$ cat src/design/gbt_pkg.sv
// ---------------------------------------------------------------------------
// gbt_pkg: shared types and constants of the graph traversal engine
// Holds the command codes, the request descriptor that travels from the
// front end to the traversal engine, and the fixed field widths.
// ---------------------------------------------------------------------------
package gbt_pkg;

  // Fixed widths of the request and result fields.
  localparam int VTX_W     = 5;
  localparam int VC_W      = 6;
  localparam int CNT_W     = 7;
  localparam int APB_AW    = 3;
  localparam int APB_DW    = 32;

  // At most this many vertices are reported per traversal.
  localparam int OUT_MAX   = 32;
  localparam int OUT_CNT_W = 6;

  // Reset value of the vertex count register.
  localparam logic [VC_W-1:0] VC_RESET = 6'd32;

  // Register index of the vertex count register (address bit 2).
  localparam logic REG_VERTEX_COUNT = 1'b0;

  // Command codes of an input request.
  typedef enum logic [1:0] {
    CMD_EDGE = 2'd0,
    CMD_BFS  = 2'd1,
    CMD_DFS  = 2'd2,
    CMD_NOP  = 2'd3
  } cmd_t;

  // Work descriptor for the traversal engine. For a traversal, va holds
  // the start vertex; n is the effective vertex count at accept time.
  typedef struct packed {
    cmd_t             op;
    logic [VTX_W-1:0] va;
    logic [VTX_W-1:0] vb;
    logic [CNT_W-1:0] n;
  } desc_t;

endpackage

$ cat src/design/gbt_front.sv
// ---------------------------------------------------------------------------
// gbt_front: request intake and classification
// Owns the vertex count register, accepts requests, drops those that have
// no effect and forwards the rest as descriptors to the command queue.
// ---------------------------------------------------------------------------
module gbt_front #(
  parameter int MAX_VERTICES = 32
) (
  input  logic                            clk,
  input  logic                            rst_n,
  // Request channel.
  input  logic                            in_valid,
  output logic                            in_stall,
  input  logic [1:0]                      in_command,
  input  logic [gbt_pkg::VTX_W-1:0]       in_first_vertex,
  input  logic [gbt_pkg::VTX_W-1:0]       in_second_vertex,
  input  logic [gbt_pkg::VTX_W-1:0]       in_start_vertex,
  // Configuration port.
  input  logic                            psel,
  input  logic                            penable,
  input  logic                            pwrite,
  input  logic [gbt_pkg::APB_AW-1:0]      paddr,
  input  logic [gbt_pkg::APB_DW-1:0]      pwdata,
  output logic [gbt_pkg::APB_DW-1:0]      prdata,
  output logic                            pready,
  // Command queue side.
  input  logic                            q_full,
  output logic                            q_push,
  output gbt_pkg::desc_t                  q_desc
);

  localparam int CNT_W = gbt_pkg::CNT_W;
  localparam int APB_DW = gbt_pkg::APB_DW;
  localparam int VC_W = gbt_pkg::VC_W;
  localparam logic [CNT_W-1:0] MAXV = CNT_W'(MAX_VERTICES);

  logic [VC_W-1:0]  vc_r;
  logic [VC_W-1:0]  vc_nxt;
  logic             cfg_wr;
  logic [CNT_W-1:0] vc_ext;
  logic [CNT_W-1:0] n_eff;
  logic [CNT_W-1:0] a_ext;
  logic [CNT_W-1:0] b_ext;
  logic [CNT_W-1:0] s_ext;
  gbt_pkg::cmd_t    cmd;
  logic             useful;

  // Register writes complete in the access phase.
  assign pready = 1'b1;
  assign cfg_wr = psel && penable && pwrite && pready &&
                  (paddr[2] == gbt_pkg::REG_VERTEX_COUNT);
  assign vc_nxt = cfg_wr ? pwdata[VC_W-1:0] : vc_r;
  assign prdata = (paddr[2] == gbt_pkg::REG_VERTEX_COUNT) ? APB_DW'(vc_r) : '0;

  always_ff @(posedge clk) begin
    if (!rst_n) begin
      vc_r <= gbt_pkg::VC_RESET;
    end else begin
      vc_r <= vc_nxt;
    end
  end

  // The effective vertex count is limited by the matrix size.
  assign vc_ext = CNT_W'(vc_r);
  assign n_eff  = (vc_ext > MAXV) ? MAXV : vc_ext;
  assign a_ext  = CNT_W'(in_first_vertex);
  assign b_ext  = CNT_W'(in_second_vertex);
  assign s_ext  = CNT_W'(in_start_vertex);
  assign cmd    = gbt_pkg::cmd_t'(in_command);

  // Only in-range edges and in-range traversals reach the engine.
  always_comb begin
    case (cmd)
      gbt_pkg::CMD_EDGE: useful = (a_ext < n_eff) && (b_ext < n_eff);
      gbt_pkg::CMD_BFS:  useful = (s_ext < n_eff);
      gbt_pkg::CMD_DFS:  useful = (s_ext < n_eff);
      default:           useful = 1'b0;
    endcase
  end

  assign in_stall  = q_full;
  assign q_push    = in_valid && !q_full && useful;
  assign q_desc.op = cmd;
  assign q_desc.va = (cmd == gbt_pkg::CMD_EDGE) ? in_first_vertex : in_start_vertex;
  assign q_desc.vb = in_second_vertex;
  assign q_desc.n  = n_eff;

endmodule

$ cat config.mk
export PLATFORM = sky130hd
export DESIGN_NAME = gbt_front
export DESIGN_NICKNAME = d
export VERILOG_FILES = /design/src/design/gbt_pkg.sv /design/src/design/gbt_front.sv
export SDC_FILE = /design/constraint.sdc
export NUM_CORES = 1
export LEC_CHECK = 0
export ABC_AREA = 1
export BUFFER_PORTS_ARGS = -buffer_cell sky130_fd_sc_hd__clkbuf_2
export CORE_MARGIN = 1
export CORE_UTILIZATION = 35
export DETAILED_ROUTE_END_ITERATION = 7
export GPL_TIMING_DRIVEN = 0
export PLACE_DENSITY_LB_ADDON = 0.25
export REMOVE_ABC_BUFFERS = 1
export SETUP_SLACK_MARGIN = 0.4
export SLEW_MARGIN = 20
export SYNTH_ARGS = -nofsm -noshare
export SYNTH_HDL_FRONTEND = slang
export SYNTH_SLANG_ARGS = --single-unit
export TNS_END_PERCENT = 30
$ cat constraint.sdc
create_clock -name clk -period 2.45 [get_ports clk]
set_input_delay 0.6125 -clock clk [delete_from_list [all_inputs] [get_ports clk]]
set_output_delay 0.6125 -clock clk [all_outputs]
set_load 0.03 [all_outputs]
# --- Word-level counts from Yosys, hierarchy flattened ---
# Cells that the tools add are included.
word_totals:
  register_bits: 6
  in_bits: 59
  out_inout_bits: 54
  word_cells: 21
classes:
  magnitude_cmp: 4
  eq_ne: 2
  mux: 4
  bitwise: 1
  reduce_logical: 9
ops:
  columns: ["operator", "n"]
  rows:
  - ["$lt A5 B6 Y1", 3]
  - ["$mux W6", 2]
  - ["$gt A6 B6 Y1 const B", 1]
  - ["$logic_and A1 B1 Y1", 6]
  - ["$mux W5", 1]
  - ["$eq A2 B1 Y1 const B", 1]
  - ["$eq A2 B2 Y1 const B", 1]
  - ["$logic_not A2 Y1", 1]
  - ["$pmux W1 S2", 1]
  - ["$reduce_or A2 Y1", 1]
  - ["$logic_not A1 Y1", 1]
  - ["$not A1 Y1", 1]

# --- Depth between registers and ports, before layout ---
# Gate-level depths: netlist of run 1.
depth:
  ltp_word: 6
  depth_mapped: 12
  mapped_depth_nobuf: 12

# --- Least setup slack after synthesis of run 1 ---
# No wires, ideal clock.
synth_path:
  kind: "reg2out"
  startpoint: "register vc_r[5]"
  endpoint: "output port q_push"
  arrival_ns: 2.051
  t_required_ns: 1.837
  slack_ns: -0.214
  path_stages_with_launch: 12
  path_buffers: 1
  cell_sequence: "dfxtp_1 -> buf_6 -> nor2_1 -> inv_1 -> ha_1 -> nand2_1 -> nand2_1 -> nand2_1 -> nand3_1 -> nor2_1 -> nand3_1 -> a21oi_2"
synth_rtl:
  columns: ["item", "line_no", "source"]
  rows:
  - ["start: declaration", "gbt_front.sv:37", "logic [VC_W-1:0] vc_r;"]
  - ["start signal: assignment", "gbt_front.sv:57", "vc_r <= gbt_pkg::VC_RESET;"]
  - ["start signal: assignment", "gbt_front.sv:59", "vc_r <= vc_nxt;"]
  - ["end: declaration", "gbt_front.sv:28", "output logic q_push,"]

# --- Final worst setup path of run 1 ---
layout_path:
  startpoint: "register vc_r[4]"
  endpoint: "output port q_push"
layout_via:
  elab_chain_len: 6
layout_lines:
  columns: ["item", "line_no", "source"]
  rows:
  - ["$gt A6 B6 Y1", "gbt_front.sv:65", "assign n_eff = (vc_ext > MAXV) ? MAXV : vc_ext;"]
  - ["$mux W6 (*)", "gbt_front.sv:65", null]
  - ["$lt A5 B6 Y1", "gbt_front.sv:74", "gbt_pkg::CMD_EDGE: useful = (a_ext < n_eff) && (b_ext < n_eff);"]
  - ["$logic_and A1 B1 Y1", "gbt_front.sv:74", null]
  - ["$pmux W1 S2 (*)", "gbt_front.sv:73", "case (cmd)"]
  - ["$logic_and A1 B1 Y1 (*)", "gbt_front.sv:82", "assign q_push = in_valid && !q_full && useful;"]
# Mark *: on every way between the ends. The rest lies on a longest branch, timed or not.

==> results.cfg, run 1 <==
[power_and_ir_drop]
switchingPower_mw = 0.191
powerDensity_nw_per_um2 = 301
p_leak_nw = 0.799
p_sw_frac = 0.446
seqPwrFrac = 0.246
p_int_mw = 0.237
vdd.ir_drop.worst_mv = 0.211
p_clk_frac = 0.206
power_frac_comb = 0.547

[floorplan]
core_area_um2 = 2810
die_w_um = 56.7
start_util = 0.373
rows = 19
fp.dieH_um = 56.7
die_area_um2 = 3210
design.portCount = 113

[grt]
grt_pass1_vias = 842
grt_max_degree = 13
overflow = 0
grt_usage = 0.134
antenna_found_initial = 0
grt_pass1_wl_um = 3370

[final_layout]
final_nets = 287
largest_reg_flops = 6
antenna_cells = 0
top_register = vc_r
regArea_um2 = 129
layout-drive-gt1-share = 0.481
top_regs = vc_r x6
final_cells = 243
areaGrowthSynthToFinish_pct = 36.0
n_fill_cell = 297
multiInputGateArea_um2 = 723

[drt]
wl_per_cell_um = 8.82
drc = 13
via_per_inst = 4.24
ant_nets = 0
drt_iter0_markers = 20
totalWireLength_um = 2140
dr.pass1.iters = 6
route.vias.total = 1030

[timing]
min_period_over_period = 0.978
worst_slack_ns = 0.0547
timing.final.crit_period_ns = 2.40
setup_viol_count_final = 0
slew_viol_final = 0
max_freq_mhz = 417
tns_ns = 0
finalClockSkew_ns = 0
rsz0062_at_grt = yes
hold_violations = 0

[clocking]
clock-sinks = 6
hold_buffers = 0
clk_latency_ns = 0.24
root_buffer = clkbuf_4
htreeDepth = 1
numCtsBuffers = 3
clk_pin_slew_worst_paths_ns = 0.04
clk_path_buf_depth = 2
tritoncts = yes

[min_path]
min_from = vc_r[2]
holdCritPathClass = register to register

[worst_setup_path]
critPathBufInv = 1
startpoint = vc_r[4]
critPathMaxFanout = 4
crit_arrival_ns = 1.78
slowest_stage = dfxtp_2
reg2reg_slack_ns = 1.66
r2r-start = vc_r[5]
start_kind = register
path_cells = nor2_2, nand3_1, nand2_1, nand2_2, ha_2, nand2_1, nand2_1, nand2_1, nand3_1, nor2_1, nand3_1, a21oi_2, clkbuf_8
max_stage_delay_ns = 0.32
crit_required_ns = 1.84
crit_type = register to output port
crit_top_cell = nand2_1
cp_top_family = simple AND/OR/NAND/NOR gates
endpoint_kind = output port

[synth]
ys_ff_latch = 6
synth_area_um2 = 1050
synth_edf_count = 0
synth_commonest_cells = 37 x buf_4, 22 x inv_1, 22 x nand2_1, 18 x nor2_1, 14 x ha_1
synth-async-reset-ratio = 0
synth_cell_type_count = 20
syn_inst = 155
syn_avg_cell_area_um2 = 6.76
ys_seq_area_frac = 0.115
yosysWarnings = 0
yosysTopAreaCellShare = 0.265
synth_ff_type = dfxtp_1
synth_most_common_cell = buf_4
synth_top_cell_by_area = buf_4
synth_area_leaders = buf_4 27%, ha_1 17%, dfxtp_1 11%, inv_1 7.9%, nand2_1 7.9%

[place]
placed_cells = 228
dpl_worst_slack_ns = -0.0316
gp_congestion = 0.736
dpl.hpwl_um = 1670
io_buffers = 56

[status]
outcome = finished, violations left
violations = DRC

[job]
maxCapViolCount = 0
-- cell families after synthesis --
logic type / after synthesis / synth area share
fa+ha+maj: 14 / 0.167
mux: 4 / 0.0430
simple gates: 51 / 0.209
other cells: 2 / 0.00717
flops: 6 / 0.115
buf+inv: 62 / 0.374
compound gates: 16 / 0.0848
-- layout make-up --
| class | instances | area share |
|---|---|---|
| tap | 31 | 0.0272 |
| clock buffer | 3 | 0.0158 |
| multi-input combinational | 113 | 0.508 |
| inverter | 22 | 0.0598 |
| timing repair buffer | 68 | 0.299 |
| sequential | 6 | 0.0905 |
-- tightest hold or removal path, cell delays in order (launching register included) --
cell,delay (ns)
dfxtp_2,0.33
inv_1,0.07
a21oi_1,0.06
-- metrics by stage --
stage                     total power, mW   util  area [um2]  hold WS (ns)
after floorplan                     0.236      -         836         0.457
after global placement              0.305  0.412        1150         0.486
after detailed placement            0.306  0.412        1150         0.485
after CTS                           0.416  0.480        1350         0.500
after global routing                0.462  0.508        1420         0.522
final                               0.429  0.508        1420         0.497
-- timing repair --
| action | in CTS | in global routing |
|---|---|---|
| pin swaps | 7 | 5 |
| setup endpoints to repair | 7 | 6 |
| gates resized for setup | 26 | 36 |
| buffers inserted | 11 | 1 |
-- power groups by stage --
stage | Sequential (mW) | Combinational [mW] | Clock [mW]
4_1_cts | 0.105 | 0.217 | 0.0948
3_5_place_dp | 0.107 | 0.199 | 0
6_report | 0.106 | 0.234 | 0.0884
5_1_grt | 0.106 | 0.255 | 0.101
2_1_floorplan | 0.107 | 0.129 | 0
3_3_place_gp | 0.107 | 0.198 | 0
-- metal layers --
metal | part of all wire | global-route usage | vias up
met1 | 0.40 | 0.162 | 432
met3 | 0.076 | 0.0138 | 4
met5 | 0 | 0 | -
met2 | 0.51 | 0.228 | 54
met4 | 0.011 | 0.0750 | 0
li1 | - | - | 540
-- layout by cell type, fill, tap and decap left out, drive strengths merged --
cell,count
nand3,6
nor3,2
buf,20
o211ai,1
ha,14
o21ai,7
mux2,4
nand3b,2
dfxtp,6
nor2,18
nand2,22
a22oi,1
inv,22
or3b,1
clkbuf,51
a21oi,7
conb,28
-- final timing paths --
path                            cells after the start       to
worst max register to register                      3  vc_r[5]
worst max-delay path                               13   q_push
worst min-delay path                                2  vc_r[2]
worst min register to register                      2  vc_r[2]
No activity file was read; power rests on OpenSTA's default activity.
==> run 2, diff against run 1 <==
--- a/config.mk
+++ b/config.mk
@@ -6,10 +6,10 @@
 export NUM_CORES = 1
 export LEC_CHECK = 0
 export ABC_AREA = 1
-export BUFFER_PORTS_ARGS = -buffer_cell sky130_fd_sc_hd__clkbuf_2
-export CORE_MARGIN = 1
-export CORE_UTILIZATION = 35
+export CORE_AREA = 2 2 44 46
 export DETAILED_ROUTE_END_ITERATION = 7
+export DIE_AREA = 0 0 46 48
+export DONT_BUFFER_PORTS = 1
 export GPL_TIMING_DRIVEN = 0
 export PLACE_DENSITY_LB_ADDON = 0.25
 export REMOVE_ABC_BUFFERS = 1
==> results.cfg, run 2 (synthesized netlist as in run 1, its figures left out) <==
[timing]
setup_viol_count_final = 1
finalClockSkew_ns = 0
slew_viol_final = 0
min_period_over_period = 1.05
worst_hold_slack_ns = 0.478
rsz0062_at_grt = yes
worst_slack_ns = -0.133
tightestPinTransition_ns = 0.916
tns_ns = -0.133
hold_violations = 0
max_freq_mhz = 387
relSlewSlack = 0.383
timing.final.crit_period_ns = 2.58

[drt]
drt_iter0_markers = 7
dr.pass1.iters = 4
drc = 0
ant_nets = 0
totalWireLength_um = 2030
wl_per_cell_um = 12.5
route.vias.total = 815
via_per_inst = 5.03

[grt]
grt_max_degree = 13
grt_pass1_wl_um = 2680
overflow = 0
antenna_found_initial = 0
grt_pass1_vias = 664
grt_usage = 0.167

[floorplan]
die_area_um2 = 2210
core_area_um2 = 1690
design.portCount = 113
start_util = 0.620
rows = 15
die_w_um = 46
fp.dieH_um = 48

[power_and_ir_drop]
p_int_mw = 0.192
p_clk_frac = 0.249
switchingPower_mw = 0.157
vdd.ir_drop.worst_mv = 0.229
seqPwrFrac = 0.305
p_leak_nw = 0.481
p_sw_frac = 0.450
p_total_mw = 0.350
powerDensity_nw_per_um2 = 348
power_frac_comb = 0.446

[worst_setup_path]
cp_top_family = simple AND/OR/NAND/NOR gates
crit_arrival_ns = 1.97
path_cells = nor2_4, inv_2, ha_1, o21ai_1, nand3_2, nor2_2, nand3_2, a21oi_4
max_stage_delay_ns = 0.41
crit_required_ns = 1.84
crit_type = register to output port
endpoint_kind = output port
critPathMaxFanout = 8
slowest_stage = dfxtp_4
critPathBufInv = 1
crit_top_cell = nand3_2
start_kind = register

[clocking]
clk_pin_slew_worst_paths_ns = 0.04
numCtsBuffers = 3
clock-sinks = 6
clk_path_buf_depth = 2
htreeDepth = 1
clk_latency_ns = 0.24
hold_buffers = 0
root_buffer = clkbuf_4
tritoncts = yes

[min_path]
holdCritPathClass = primary input to register

[status]
outcome = finished, violations left
violations = setup timing

[place]
dpl_worst_slack_ns = -0.608
gp_congestion = 0.772
dpl.hpwl_um = 1560
io_buffers = 0

[final_layout]
final_util = 0.596
areaGrowthSynthToFinish_pct = -3.94
largest_reg_flops = 6
top_register = vc_r
antenna_cells = 0
top_regs = vc_r x6
layout_commonest_cell = conb_1
final_nets = 220
mostFrequentLayoutCells = 28 x conb_1, 19 x nand2_1, 16 x inv_1, 14 x nor2_1, 9 x ha_1
layout-drive-gt1-share = 0.234

[job]
maxCapViolCount = 0
-- run 2: path summary, 6_finish.rpt --
kind / from / endpoint / slack (ns) / depth (start not counted)
setup / recovery: vc_r[5] / q_push / -0.13 / 8
hold / removal: rst_n / vc_r[5] / 0.48 / 1
setup reg to reg: vc_r[5] / vc_r[5] / 1.49 / 3
hold reg to reg: vc_r[2] / vc_r[2] / 0.49 / 2
-- run 2: routing by layer --
metal,track usage,vias up,wire (um)
li1,-,402,-
met1,0.189,356,707
met2,0.303,53,1110
met3,0.0226,4,185
met4,0.0914,0,20
met5,0,-,0
-- run 2: power groups by stage --
| stage | clock [mW] | sequential (mW) | combinational [mW] |
|---|---|---|---|
| 6_report | 0.0871 | 0.107 | 0.156 |
| 5_1_grt | 0.0978 | 0.107 | 0.172 |
| 4_1_cts | 0.0930 | 0.106 | 0.147 |
| 3_5_place_dp | 0 | 0.108 | 0.138 |
| 3_3_place_gp | 0 | 0.108 | 0.137 |
| 2_1_floorplan | 0 | 0.107 | 0.129 |
-- run 2: cell type report --
class | instances | area [um2]
repair buffers | 1 | 3.75
well taps | 17 | 21.3
fillers | 159 | 683
inverters | 22 | 85.1
flip-flops and latches | 6 | 124
clock buffers | 3 | 22.5
multi-input cells | 113 | 749
-- run 2: per-stage QoR --
stage,std cells,instance area [um2]
2_1_floorplan,141,836
3_3_place_gp,158,857
3_5_place_dp,158,857
4_1_cts,162,948
5_1_grt,162,1010
6_report,162,1010
-- run 2: timing repair --
action	4_1_cts	5_1_grt
pin swaps	6	7
buffers inserted	1	0
resized for setup	19	12
setup endpoints to repair	8	2
