`config.mk`:
```
export PLATFORM = sky130hd
export DESIGN_NAME = gbt_cmd_fifo
export DESIGN_NICKNAME = d
export VERILOG_FILES = /design/src/design/gbt_pkg.sv /design/src/design/gbt_cmd_fifo.sv
export SDC_FILE = /design/constraint.sdc
export NUM_CORES = 1
export LEC_CHECK = 0
export BUFFER_PORTS_ARGS = -buffer_cell sky130_fd_sc_hd__buf_2
export CAP_MARGIN = 20
export CORE_MARGIN = 2
export CORE_UTILIZATION = 50
export CTS_CLUSTER_DIAMETER = 30
export CTS_CLUSTER_SIZE = 25
export DETAILED_ROUTE_END_ITERATION = 12
export GPL_TIMING_DRIVEN = 0
export PLACE_DENSITY = 0.76
export SYNTH_ARGS = -nofsm -noshare
export SYNTH_HDL_FRONTEND = slang
export SYNTH_SLANG_ARGS = --single-unit
```
`constraint.sdc`:
```
create_clock -name clk -period 5.1 [get_ports clk]
set_clock_uncertainty 0.05 [all_clocks]
set_input_delay 1.02 -clock clk [delete_from_list [all_inputs] [get_ports clk]]
set_output_delay 1.02 -clock clk [all_outputs]
set_load 0.01 [all_outputs]
```
`src/design/gbt_pkg.sv`:
```
// ---------------------------------------------------------------------------
// gbt_pkg: shared types and constants of the graph traversal engine
// Holds the command codes, the request descriptor that travels from the
// front end to the traversal engine, and the fixed field widths.
// ---------------------------------------------------------------------------
package gbt_pkg;

  // Fixed widths of the request and result fields.
  localparam int VTX_W     = 5;
  localparam int VC_W      = 6;
  localparam int CNT_W     = 7;
  localparam int APB_AW    = 3;
  localparam int APB_DW    = 32;

  // At most this many vertices are reported per traversal.
  localparam int OUT_MAX   = 32;
  localparam int OUT_CNT_W = 6;

  // Reset value of the vertex count register.
  localparam logic [VC_W-1:0] VC_RESET = 6'd32;

  // Register index of the vertex count register (address bit 2).
  localparam logic REG_VERTEX_COUNT = 1'b0;

  // Command codes of an input request.
  typedef enum logic [1:0] {
    CMD_EDGE = 2'd0,
    CMD_BFS  = 2'd1,
    CMD_DFS  = 2'd2,
    CMD_NOP  = 2'd3
  } cmd_t;

  // Work descriptor for the traversal engine. For a traversal, va holds
  // the start vertex; n is the effective vertex count at accept time.
  typedef struct packed {
    cmd_t             op;
    logic [VTX_W-1:0] va;
    logic [VTX_W-1:0] vb;
    logic [CNT_W-1:0] n;
  } desc_t;

endpackage

```
`src/design/gbt_cmd_fifo.sv`:
```
// ---------------------------------------------------------------------------
// gbt_cmd_fifo: two-entry command queue
// Decouples request intake from the traversal engine so that each side
// can stall on its own.
// ---------------------------------------------------------------------------
module gbt_cmd_fifo (
  input  logic           clk,
  input  logic           rst_n,
  input  logic           push,
  input  gbt_pkg::desc_t push_desc,
  output logic           full,
  input  logic           pop,
  output logic           pop_valid,
  output gbt_pkg::desc_t pop_desc
);

  gbt_pkg::desc_t entry_r [2];
  logic           wr_ptr_r;
  logic           wr_ptr_nxt;
  logic           rd_ptr_r;
  logic           rd_ptr_nxt;
  logic [1:0]     count_r;
  logic [1:0]     count_nxt;
  logic           do_push;
  logic           do_pop;

  assign full      = (count_r == 2'd2);
  assign pop_valid = (count_r != 2'd0);
  assign pop_desc  = entry_r[rd_ptr_r];
  assign do_push   = push && !full;
  assign do_pop    = pop && pop_valid;

  // Pointer and occupancy update.
  always_comb begin
    wr_ptr_nxt = do_push ? ~wr_ptr_r : wr_ptr_r;
    rd_ptr_nxt = do_pop ? ~rd_ptr_r : rd_ptr_r;
    count_nxt  = count_r;
    if (do_push && !do_pop) begin
      count_nxt = count_r + 2'd1;
    end else if (do_pop && !do_push) begin
      count_nxt = count_r - 2'd1;
    end
  end

  always_ff @(posedge clk) begin
    if (!rst_n) begin
      wr_ptr_r <= 1'b0;
      rd_ptr_r <= 1'b0;
      count_r  <= 2'd0;
    end else begin
      wr_ptr_r <= wr_ptr_nxt;
      rd_ptr_r <= rd_ptr_nxt;
      count_r  <= count_nxt;
    end
  end

  // Entry storage.
  always_ff @(posedge clk) begin
    if (do_push) begin
      entry_r[wr_ptr_r] <= push_desc;
    end
  end

endmodule

```
* Yosys cells after proc, flatten, opt, wreduce, memory -nomap -nowiden
Memories as Yosys holds them, arrays and structs flattened. A register that Yosys moved wholly into a read port is not among the register bits. Cells that the tools add are included.
Cells by class: reduce and logical (&&, ||, !) cells 9, $add $sub $neg 2, equal/unequal tests 1, bitwise operators 2, multiplexer cells 6
Operators with widths (number):
- 1-bit logical AND | 4
- 1-bit two-way mux | 4
- 2-bit two-way mux | 2
- 2-bit nonzero test | 2
- 1-bit zero test | 3
- 2-bit by 1-bit adder with 2-bit output, second input constant | 1
- 2-bit == test, second input constant | 1
- 1-bit NOT | 2
- 2-bit by 1-bit subtractor with 2-bit output, second input constant | 1
Word-level totals: bits of input ports 23, bits in registers 4, memories kept 1, output and inout port bits 21, word-level logic and storage cells 24, memory bits (writable) 38
Memories:
- entry_r | words 2, width 19, rd ports 1, clocked after Yosys merged registers in 1, write ports 1, RTL line gbt_cmd_fifo.sv:17 | gbt_pkg::desc_t entry_r [2];

* Longest topological paths before layout
Gate-level depths: netlist (run 1).
depth after elaboration 7, mapped depth 7, depth with buffers taken out 7

* Worst setup path after synthesis (run 1)
OpenSTA, ideal clock, no wires.
path type input port to flip-flop, start input port push, end memory entry_r[0][0] in the netlist's numbering (enable), arrival 1902 ps, library setup time 394 ps, path buffers 0, stages 2, data required time 4656 ps, path slack 2754 ps, cells stage by stage inv_1 nor3_2
Between the ends: cells in the longest elaborated chain, start to end 3
Ends and longest elaborated chain:
- from (decl) | RTL line gbt_cmd_fifo.sv:9 | input logic push,
- 1-bit logical AND | RTL line gbt_cmd_fifo.sv:30 | assign do_push = push && !full;
- 1-bit two-way mux | RTL line gbt_cmd_fifo.sv:59 | if (do_push) begin
- 1-bit two-way mux (not written as such) | RTL line gbt_cmd_fifo.sv:60 | entry_r[wr_ptr_r] <= push_desc;
- to (decl) | RTL line gbt_cmd_fifo.sv:17
No other way between the ends.

==> impl_metrics.py, run 1 <==
metrics = {
    "global_route": {
        "antenna_found_initial": 0,
        "grt_first_pass_wirelength_um": 3460,
        "grt_pass1_vias": 814,
        "grt_usage": 0.139,
        "grt_max_degree": 21,
        "overflow": 0,
    },
    "hold_path": {
        "hp-class": "reg -> reg",
        "holdPathStages": 2,
        "holdPathEnd": "count_r[1]",
        "min_from": "count_r[1]",
    },
    "final_layout": {
        "final_cell_mix": "buf_2, edfxtp_1, mux2_2",
        "n_antenna_cell": 0,
        "regArea_um2": 1240,
        "multi_input_area_um2": 349,
        "area_growth_pct": 23.6,
        "fin_util": 0.649,
        "drive_above_1_share": 0.548,
        "finalNetCount": 158,
        "n_fill_cell": 245,
        "mostFrequentLayoutCell": "buf_2",
    },
    "synthesis": {
        "yosys-top-cells-area": "edfxtp_1, mux2_2, dfxtp_1, and2_1, xnor2_1",
        "synth_fp_nets": 108,
        "synth_top_cell_area_share": 0.711,
        "yosys.area.top_type": "edfxtp_1",
        "synth_seq_cells": 43,
        "syn_inst": 84,
        "avgSynthCellArea_um2": 19.1,
        "syn_area_um2": 1600,
        "yosys_warnings": 0,
        "synthDistinctLibCells": 22,
        "seq_area_frac_synth": 0.774,
    },
    "critical_path": {
        "worst-setup-path-type": "reg -> out",
        "crit_path_start_kind": "flip-flop",
        "cp.required_ns": 4.03,
        "slowest_delay_ns": 0.35,
        "regToRegSetupSlack_ns": 3.26,
        "r2r.worst_path.cells": 3,
        "cp_max_fo": 10,
        "cp-end-kind": "output pin",
        "r2r_end": "entry_r[0][9]",
        "crit_path_cell_trace": "buf_2 > buf_4 > mux2_2 > buf_2",
        "cp_slowest_cell": "mux2_2",
        "worstPathArrival_ns": 1.61,
        "reg2reg_from": "count_r[0]",
        "cp_common_cell": "buf_2",
    },
    "detailed_routing": {
        "post_drt_wl_per_cell_um": 13.4,
        "post_drt_via_cell_ratio": 4.82,
        "first_pass_iters": 4,
        "first_iter_violations": 13,
        "drc": 0,
        "dr_total_vias": 862,
        "ant_nets": 0,
        "finalWirelength_um": 2390,
    },
    "floorplanning": {
        "num_io_pins": 44,
        "start_util": 0.525,
        "dieWidth_um": 60.6,
        "core.rowCount": 20,
        "die_y_um": 60.6,
        "core_area_um2": 3050,
        "die_area_um2": 3680,
    },
    "clocking": {
        "tritoncts": "done",
        "clk_latency_ns": 0.33,
        "cts_setup_buffers": 0,
        "clk_path_buf_depth": 2,
        "cts_max_level": 2,
        "ctsHoldBuffers": 0,
        "cts-resized-gates": 0,
        "clock-root-buffer": "clkbuf_4",
        "clk_pin_slew_ns": 0.11,
        "cts_made_buffers": 5,
        "cts.sinks": 43,
    },
    "power_and_ir_drop": {
        "p_per_area_nw_per_um2": 496,
        "ir_worst_vdd_v": 0.000347,
        "p_leak_nw": 0.765,
    },
    "sta": {
        "layout_worst_path_cycle_share": 0.525,
        "finalHoldViolCount": 0,
        "relSlewSlack": 0.363,
        "grt_setup_unrepaired": "false",
        "fin_crit_ns": 2.68,
        "setup_viol": 0,
        "setup_tns_ns": 0,
        "fmax_mhz": 374,
        "drv_slew": 0,
        "tightest_slew_ns": 0.952,
    },
    "job": {
        "maxCapViolations": 0,
    },
    "placement": {
        "io_buffers": 43,
        "place_hpwl_um": 1700,
        "routabilityCongestion": 0.627,
    },
    "status": {
        "status": "finished clean",
    },
}
==> kinds of logic after synthesis <==
kind of cell             Yosys count  synth area share
flip-flops                        43             0.774
multiplexers                      19             0.133
AND/OR/NAND/NOR                    9            0.0359
AO/OA/AOI/OAI                      5            0.0203
buffers and inverters              4            0.0125
XOR/XNOR                           3            0.0164
adder cells (fa/ha/maj)            1           0.00780
==> report_power, final <==
group	internal [mW]	switching, mW	leakage (nW)	total (mW)
combinational	0.133	0.135	0.316	0.268
sequential	0.445	0.0191	0.396	0.464
clock	0.153	0.0982	0.0525	0.251
==> metrics by stage <==
step	area [um^2]	power, mW	std cells	setup WS [ns]	hold slack [ns]
floorplan	1600	0.650	84	2.75	0.429
global placement	1870	0.734	171	2.27	0.442
detailed placement	1880	0.748	171	2.64	0.471
CTS	1980	0.999	179	2.37	0.491
global route	1980	1.03	179	2.31	0.535
finish	1980	0.984	179	2.42	0.484
==> worst max-delay path by stage <==
stage	from	end	slack, ns	cells after the start
2_1_floorplan	push	entry_r[0][0]	2.75	2
3_3_place_gp	push	entry_r[0][1]	2.27	3
3_5_place_dp	push	entry_r[0][0]	2.64	3
4_1_cts	flip-flop	pop_desc[6]	2.37	4
5_1_grt	flip-flop	pop_desc[6]	2.31	4
6_report	flip-flop	pop_desc[6]	2.42	4
==> metal layers <==
metal / part of all wire / track usage
met1: 0.39 / 0.136
met5: 0 / 0
met3: 0.084 / 0.0704
met2: 0.51 / 0.244
met4: 0.018 / 0.0652
==> flip-flops by register name, indices dropped and copies added (netlist names), named ones only <==
| name | count |
|---|---|
| wr_ptr_r | 1 |
| entry_r | 38 |
| rd_ptr_r | 1 |
| count_r | 2 |
==> critical path, delay by kind of cell, from the launching register on <==
kind / cells / cell delay, ns
buffers and inverters: 3 / 0.59
muxes: 1 / 0.35
DFF: 1 / 0.32
==> cell usage after synthesis <==
library cell	number
buf_2	1
and2_1	3
buf_4	1
a21boi_1	1
xor2_1	1
or3_1	1
edfxtp_1	38
inv_1	1
o21ai_1	1
and3_1	1
dfxtp_1	5
mux2_2	19
nor3_2	1
ha_1	1
a21boi_0	1
nand2b_1	1
inv_2	1
xnor2_1	2
nor2_1	1
or2_2	1
o21a_1	1
o21ai_0	1
==> area by class of cell <==
cell class / count / share of cell area
buffer: 2 / 0.00631
clock buffer: 6 / 0.0208
clock inverter: 2 / 0.0303
inverter: 2 / 0.00379
multi-input combinational: 37 / 0.176
sequential: 43 / 0.626
tap: 44 / 0.0278
timing repair buffer: 43 / 0.109
Power figures use the tool's default switching activity.
==> run 2, diff against run 1 <==
- ABC_AREA: default -> 1
- CORE_UTILIZATION: 50 -> 46
- PLACE_DENSITY: 0.76 -> 0.73
- clock period: 5.1 -> 2.3 ns (I/O delays scaled with it)
==> run 2 against run 1 <==
  * Worst hold slack lost 0.23 ns
  * Sequential power grew 120%
  * Synthesized area grew 4.1%
  * Critical path depth is the same
  * Combinational power grew 140%
  * Die area grew 12%
  * Highest routed layer unchanged
==> impl_metrics.py, run 2 <==
metrics = {
    "synthesis": {
        "synth_fp_nets": 120,
        "ys.flop_type": "edfxtp_1",
        "synth_top_cell_area_share": 0.684,
        "avgSynthCellArea_um2": 17.4,
        "synth_seq_cells": 43,
        "yosys.area.top_type": "edfxtp_1",
        "yosysMostFrequentCell": "edfxtp_1",
        "synth_top_cells_by_count": "edfxtp_1, mux2_4, mux2_2, nor2_1, inv_1",
        "syn_inst": 96,
        "seq_area_frac_synth": 0.744,
        "syn_area_um2": 1670,
        "synth_edf_count": 38,
        "synthDistinctLibCells": 16,
        "yosys_warnings": 0,
        "yosys-top-cells-area": "edfxtp_1, mux2_4, mux2_2, dfxtp_1, nor2_1",
        "async_flop_share": 0,
    },
    "critical_path": {
        "crit_path_start_kind": "flip-flop",
        "cp-end-kind": "output pin",
        "cp.depth": 4,
        "worst-setup-path-type": "reg -> out",
        "worstPathArrival_ns": 1.44,
        "crit_path_cell_trace": "buf_6 > buf_12 > mux2_4 > buf_2",
        "cp_max_fo": 10,
        "regToRegSetupSlack_ns": 0.74,
        "cp_top_family": "buffers and inverters",
        "reg2reg_from": "count_r[1]",
        "slowest_delay_ns": 0.35,
        "critPathBufInv": 3,
        "r2r_end": "count_r[1]",
        "r2r.worst_path.cells": 8,
        "cp.required_ns": 1.79,
        "cp_slowest_cell": "dfxtp_1",
    },
    "placement": {
        "routabilityCongestion": 0.647,
        "place_hpwl_um": 1920,
        "dp.cells": 187,
        "placedInstanceArea_um2": 1980,
        "io_buffers": 43,
    },
    "global_route": {
        "antenna_found_initial": 0,
        "grt_max_degree": 16,
        "overflow": 0,
        "grt_first_pass_wirelength_um": 4320,
        "grt_pass1_vias": 926,
        "grt_usage": 0.145,
    },
    "final_layout": {
        "finalNetCount": 172,
        "largest_register": "entry_r",
        "n_fill_cell": 289,
        "final_cell_mix": "buf_2, edfxtp_1, mux2_4",
        "drive_above_1_share": 0.497,
        "top_regs": "entry_r x38, count_r x2",
        "multi_input_area_um2": 372,
        "regArea_um2": 1240,
        "n_antenna_cell": 0,
        "largest_reg_flops": 38,
        "fin_cells": 195,
        "area_growth_pct": 21.4,
        "fin_util": 0.593,
        "design_area_um2": 2030,
        "mostFrequentLayoutCell": "buf_2",
    },
    "floorplanning": {
        "core_area_um2": 3420,
        "num_io_pins": 44,
        "start_util": 0.489,
        "dieWidth_um": 64.2,
        "die_area_um2": 4130,
        "die_y_um": 64.2,
        "core.rowCount": 21,
    },
    "hold_path": {
        "hp-class": "in -> reg",
        "holdPathStages": 1,
        "min_from": "push_desc[15]",
        "holdPathEnd": "entry_r[0][15]",
    },
    "sta": {
        "drv_slew": 0,
        "setup_viol": 0,
        "relSlewSlack": 0.786,
        "tightest_slew_ns": 0.321,
        "finalHoldViolCount": 0,
        "layout_worst_path_cycle_share": 0.849,
        "fin_crit_ns": 1.95,
        "grt_setup_unrepaired": "false",
        "fmax_mhz": 512,
    },
    "power_and_ir_drop": {
        "p_per_area_nw_per_um2": 983,
        "ir_worst_vdd_v": 0.000507,
        "p_leak_nw": 0.816,
    },
    "detailed_routing": {
        "post_drt_wl_per_cell_um": 13.4,
        "post_drt_via_cell_ratio": 4.71,
        "dr_total_vias": 919,
        "first_pass_iters": 4,
        "ant_nets": 0,
        "first_iter_violations": 23,
        "finalWirelength_um": 2600,
        "drc": 0,
    },
    "clocking": {
        "clock-root-buffer": "clkbuf_4",
        "clk_pin_slew_ns": 0.11,
        "cts.sinks": 43,
        "clk_latency_ns": 0.33,
        "clk_path_buf_depth": 2,
        "ctsHoldBuffers": 0,
        "cts-resized-gates": 0,
        "tritoncts": "done",
        "cts_setup_buffers": 0,
        "cts_max_level": 2,
        "cts_made_buffers": 5,
    },
    "job": {
        "maxCapViolations": 0,
    },
    "status": {
        "status": "finished clean",
    },
}
## run 2: per-layer routing
metal,vias to the layer above,part of all wire,GRT usage
met4,0,0.016,0.0638
met1,429,0.39,0.167
met2,32,0.52,0.242
met3,5,0.066,0.0546
li1,453,-,-
met5,-,0,0
## run 2: where the power goes
part | internal [mW] | leakage, nW | switching (mW) | total [mW]
logic | 0.311 | 0.393 | 0.321 | 0.632
clock network | 0.113 | 0.0273 | 0.210 | 0.323
registers | 0.989 | 0.396 | 0.0465 | 1.04
total | 1.41 | 0.816 | 0.578 | 1.99
## run 2: worst max path at each step
| stage | slack (ns) | start | endpoint |
|---|---|---|---|
| after floorplan | 0.51 | push | entry_r[1][0] |
| after global placement | -0.02 | push | entry_r[1][9] |
| after detailed placement | 0.71 | flip-flop | pop_desc[8] |
| after CTS | 0.30 | flip-flop | pop_desc[8] |
| after global routing | 0.25 | flip-flop | pop_desc[8] |
| final | 0.35 | flip-flop | pop_desc[6] |
## run 2: kinds of logic after synthesis
family,share of synthesized area
compound gates,0.0187
fa+ha+maj,0.00750
buf+inv,0.0367
flops,0.744
mux,0.151
simple gates,0.0427
## run 2: layout make-up
cell class	count	area share
Buffer	2	0.0154
Clock buffer	6	0.0204
Clock inverter	2	0.00371
Inverter	8	0.0148
Multi-Input combinational cell	43	0.183
Sequential cell	43	0.613
Tap cell	46	0.0284
Timing Repair Buffer	45	0.121
## run 2: stage by stage
stage	power (mW)	hold WS, ns	setup WS (ns)	setup TNS, ns
final	1.99	0.254	0.347	0
after global routing	2.12	0.217	0.252	0
after CTS	2.02	0.232	0.303	0
after detailed placement	1.70	0.447	0.706	0
after global placement	1.64	0.432	-0.0200	-0.693
after floorplan	1.47	0.417	0.511	0
==> run 3, diff against run 2 <==
- CORE_UTILIZATION: 46 -> 50
- PLACE_DENSITY: 0.73 -> 0.75
- clock period: 2.3 -> 1.9 ns (I/O delays scaled with it)
==> run 3 against run 2 <==
  * Worst setup slack got worse by 0.27 ns
  * Count of clock-buffer cells in the layout is 2 higher
  * Sequential power grew 20%
  * Register-to-register slack worse by 0.44 ns
  * Routed wire length increased by 3.3%
  * Global-route usage increased by 0.97 points
  * Critical path depth stayed put
  * Flip-flop and latch count did not move
  * Cell count unchanged
  * Critical endpoint is now pop_desc[4]
  * Largest cell class unchanged
  * Largest power group unchanged
  * Highest routed layer unchanged
==> impl_metrics.py, run 3 (synthesis results as in run 2) <==
metrics = {
    "status": {
        "status": "finished clean",
    },
    "floorplanning": {
        "core_area_um2": 3100,
        "core.rowCount": 20,
        "die_y_um": 61.8,
        "dieWidth_um": 61.8,
        "num_io_pins": 44,
        "die_area_um2": 3820,
        "start_util": 0.538,
    },
    "global_route": {
        "met1_usage": 0.156,
        "grt_max_degree": 16,
        "overflow": 0,
        "met2_usage": 0.274,
        "grt_first_pass_wirelength_um": 3980,
        "grt_pass1_vias": 933,
        "grt_busiest_layer": "met2",
        "grt_usage": 0.155,
        "use_met3": 0.0538,
        "antenna_found_initial": 0,
    },
    "critical_path": {
        "crit_path_start_kind": "flip-flop",
        "cp-end-kind": "output pin",
        "worst-setup-path-type": "reg -> out",
        "cp_max_fo": 10,
        "worstPathArrival_ns": 1.40,
        "cp.required_ns": 1.47,
    },
    "final_layout": {
        "n_antenna_cell": 0,
        "design_area_um2": 2060,
        "final_cell_mix": "buf_2, edfxtp_1, mux2_4",
        "drive_above_1_share": 0.503,
        "fin_util": 0.665,
        "largest_register": "entry_r",
        "area_growth_pct": 23.6,
        "largest_reg_flops": 38,
        "finalNetCount": 174,
        "fin_cells": 195,
        "mostFrequentLayoutCell": "buf_2",
        "multi_input_area_um2": 372,
        "n_fill_cell": 231,
        "top_regs": "entry_r x38, count_r x2",
        "regArea_um2": 1240,
    },
    "detailed_routing": {
        "first_pass_iters": 4,
        "finalWirelength_um": 2690,
        "post_drt_wl_per_cell_um": 13.8,
        "drc": 0,
        "ant_nets": 0,
        "first_iter_violations": 19,
        "dr_total_vias": 953,
        "post_drt_via_cell_ratio": 4.89,
    },
    "sta": {
        "finalHoldViolCount": 0,
        "layout_worst_path_cycle_share": 0.961,
        "fmax_mhz": 548,
        "tightest_slew_ns": 0.385,
        "fin_crit_ns": 1.83,
        "grt_setup_unrepaired": "false",
        "relSlewSlack": 0.743,
        "setup_viol": 0,
        "drv_slew": 0,
    },
    "power_and_ir_drop": {
        "p_int_mw": 1.77,
        "netSwitchingPower_uw": 722,
        "ir_worst_vdd_v": 0.00107,
        "combPwrFrac": 0.337,
        "clock_power_share": 0.160,
        "p_leak_nw": 0.832,
        "p_per_area_nw_per_um2": 1210,
        "pwr-share-seq": 0.503,
        "power.share.switching": 0.290,
    },
    "clocking": {
        "cts.sinks": 43,
        "cts-resized-gates": 0,
        "clock-root-buffer": "clkbuf_4",
        "clk_latency_ns": 0.33,
        "cts_made_buffers": 5,
        "clk_pin_slew_ns": 0.11,
        "cts_max_level": 2,
        "clk_path_buf_depth": 2,
        "tritoncts": "done",
    },
    "placement": {
        "placedInstanceArea_um2": 1970,
        "routabilityCongestion": 0.698,
        "place_hpwl_um": 1900,
        "dp.cells": 185,
        "io_buffers": 43,
    },
    "hold_path": {
        "hp-class": "in -> reg",
    },
    "job": {
        "maxCapViolations": 0,
    },
}
-- run 3: cell type report --
cell class / instances / area share
flip-flops and latches: 43 / 0.602
multi-input cells: 43 / 0.180
repair buffers: 47 / 0.138
well taps: 44 / 0.0267
clock buffers: 8 / 0.0237
plain buffers: 2 / 0.0152
inverters: 8 / 0.0146
-- run 3: worst max-delay path, cell delays in order, from the launching register on --
cell     delay [ns]
dfxtp_1        0.34
buf_6          0.13
buf_12         0.15
mux2_4         0.30
buf_2          0.14
-- run 3: per-layer routing --
layer	routed length, um	share of wire	up-vias
li1	-	-	455
met5	0	0	-
met1	996	0.37	454
met3	175	0.065	5
met2	1470	0.55	39
met4	45	0.017	0
-- run 3: stage by stage --
stage	worst slack (ns)	TNS [ns]	hold WS, ns	power (mW)
after detailed placement	0.353	0	0.450	2.06
after floorplan	0.148	0	0.417	1.78
after global routing	0.0174	0	0.144	2.63
after global placement	-0.346	-13.09	0.433	1.99
final	0.0750	0	0.175	2.49
after CTS	0.0131	0	0.150	2.46
-- run 3: power by group through the flow --
| stage | sequential (mW) | clock [mW] | combinational, mW |
|---|---|---|---|
| 6_report | 1.25 | 0.398 | 0.839 |
| 3_5_place_dp | 1.27 | 0 | 0.788 |
| 3_3_place_gp | 1.27 | 0 | 0.719 |
| 4_1_cts | 1.25 | 0.423 | 0.790 |
| 5_1_grt | 1.27 | 0.448 | 0.916 |
| 2_1_floorplan | 1.26 | 0 | 0.519 |
-- run 3: what timing repair did --
item | CTS | global route
setup buffers | 0 | 2
setup endpoints to repair | 0 | 10
hold buffers | 0 | 0
hold endpoints to repair | 0 | 0
-- run 3: path summary, 6_finish.rpt --
| path | from | end | slack [ns] | cells after the start |
|---|---|---|---|---|
| min reg2reg | rd_ptr_r | rd_ptr_r | 0.48 | 2 |
| min | push_desc[2] | entry_r[1][2] | 0.17 | 1 |
| max | flip-flop | pop_desc[4] | 0.07 | 4 |
| max reg2reg | count_r[1] | count_r[1] | 0.30 | 9 |
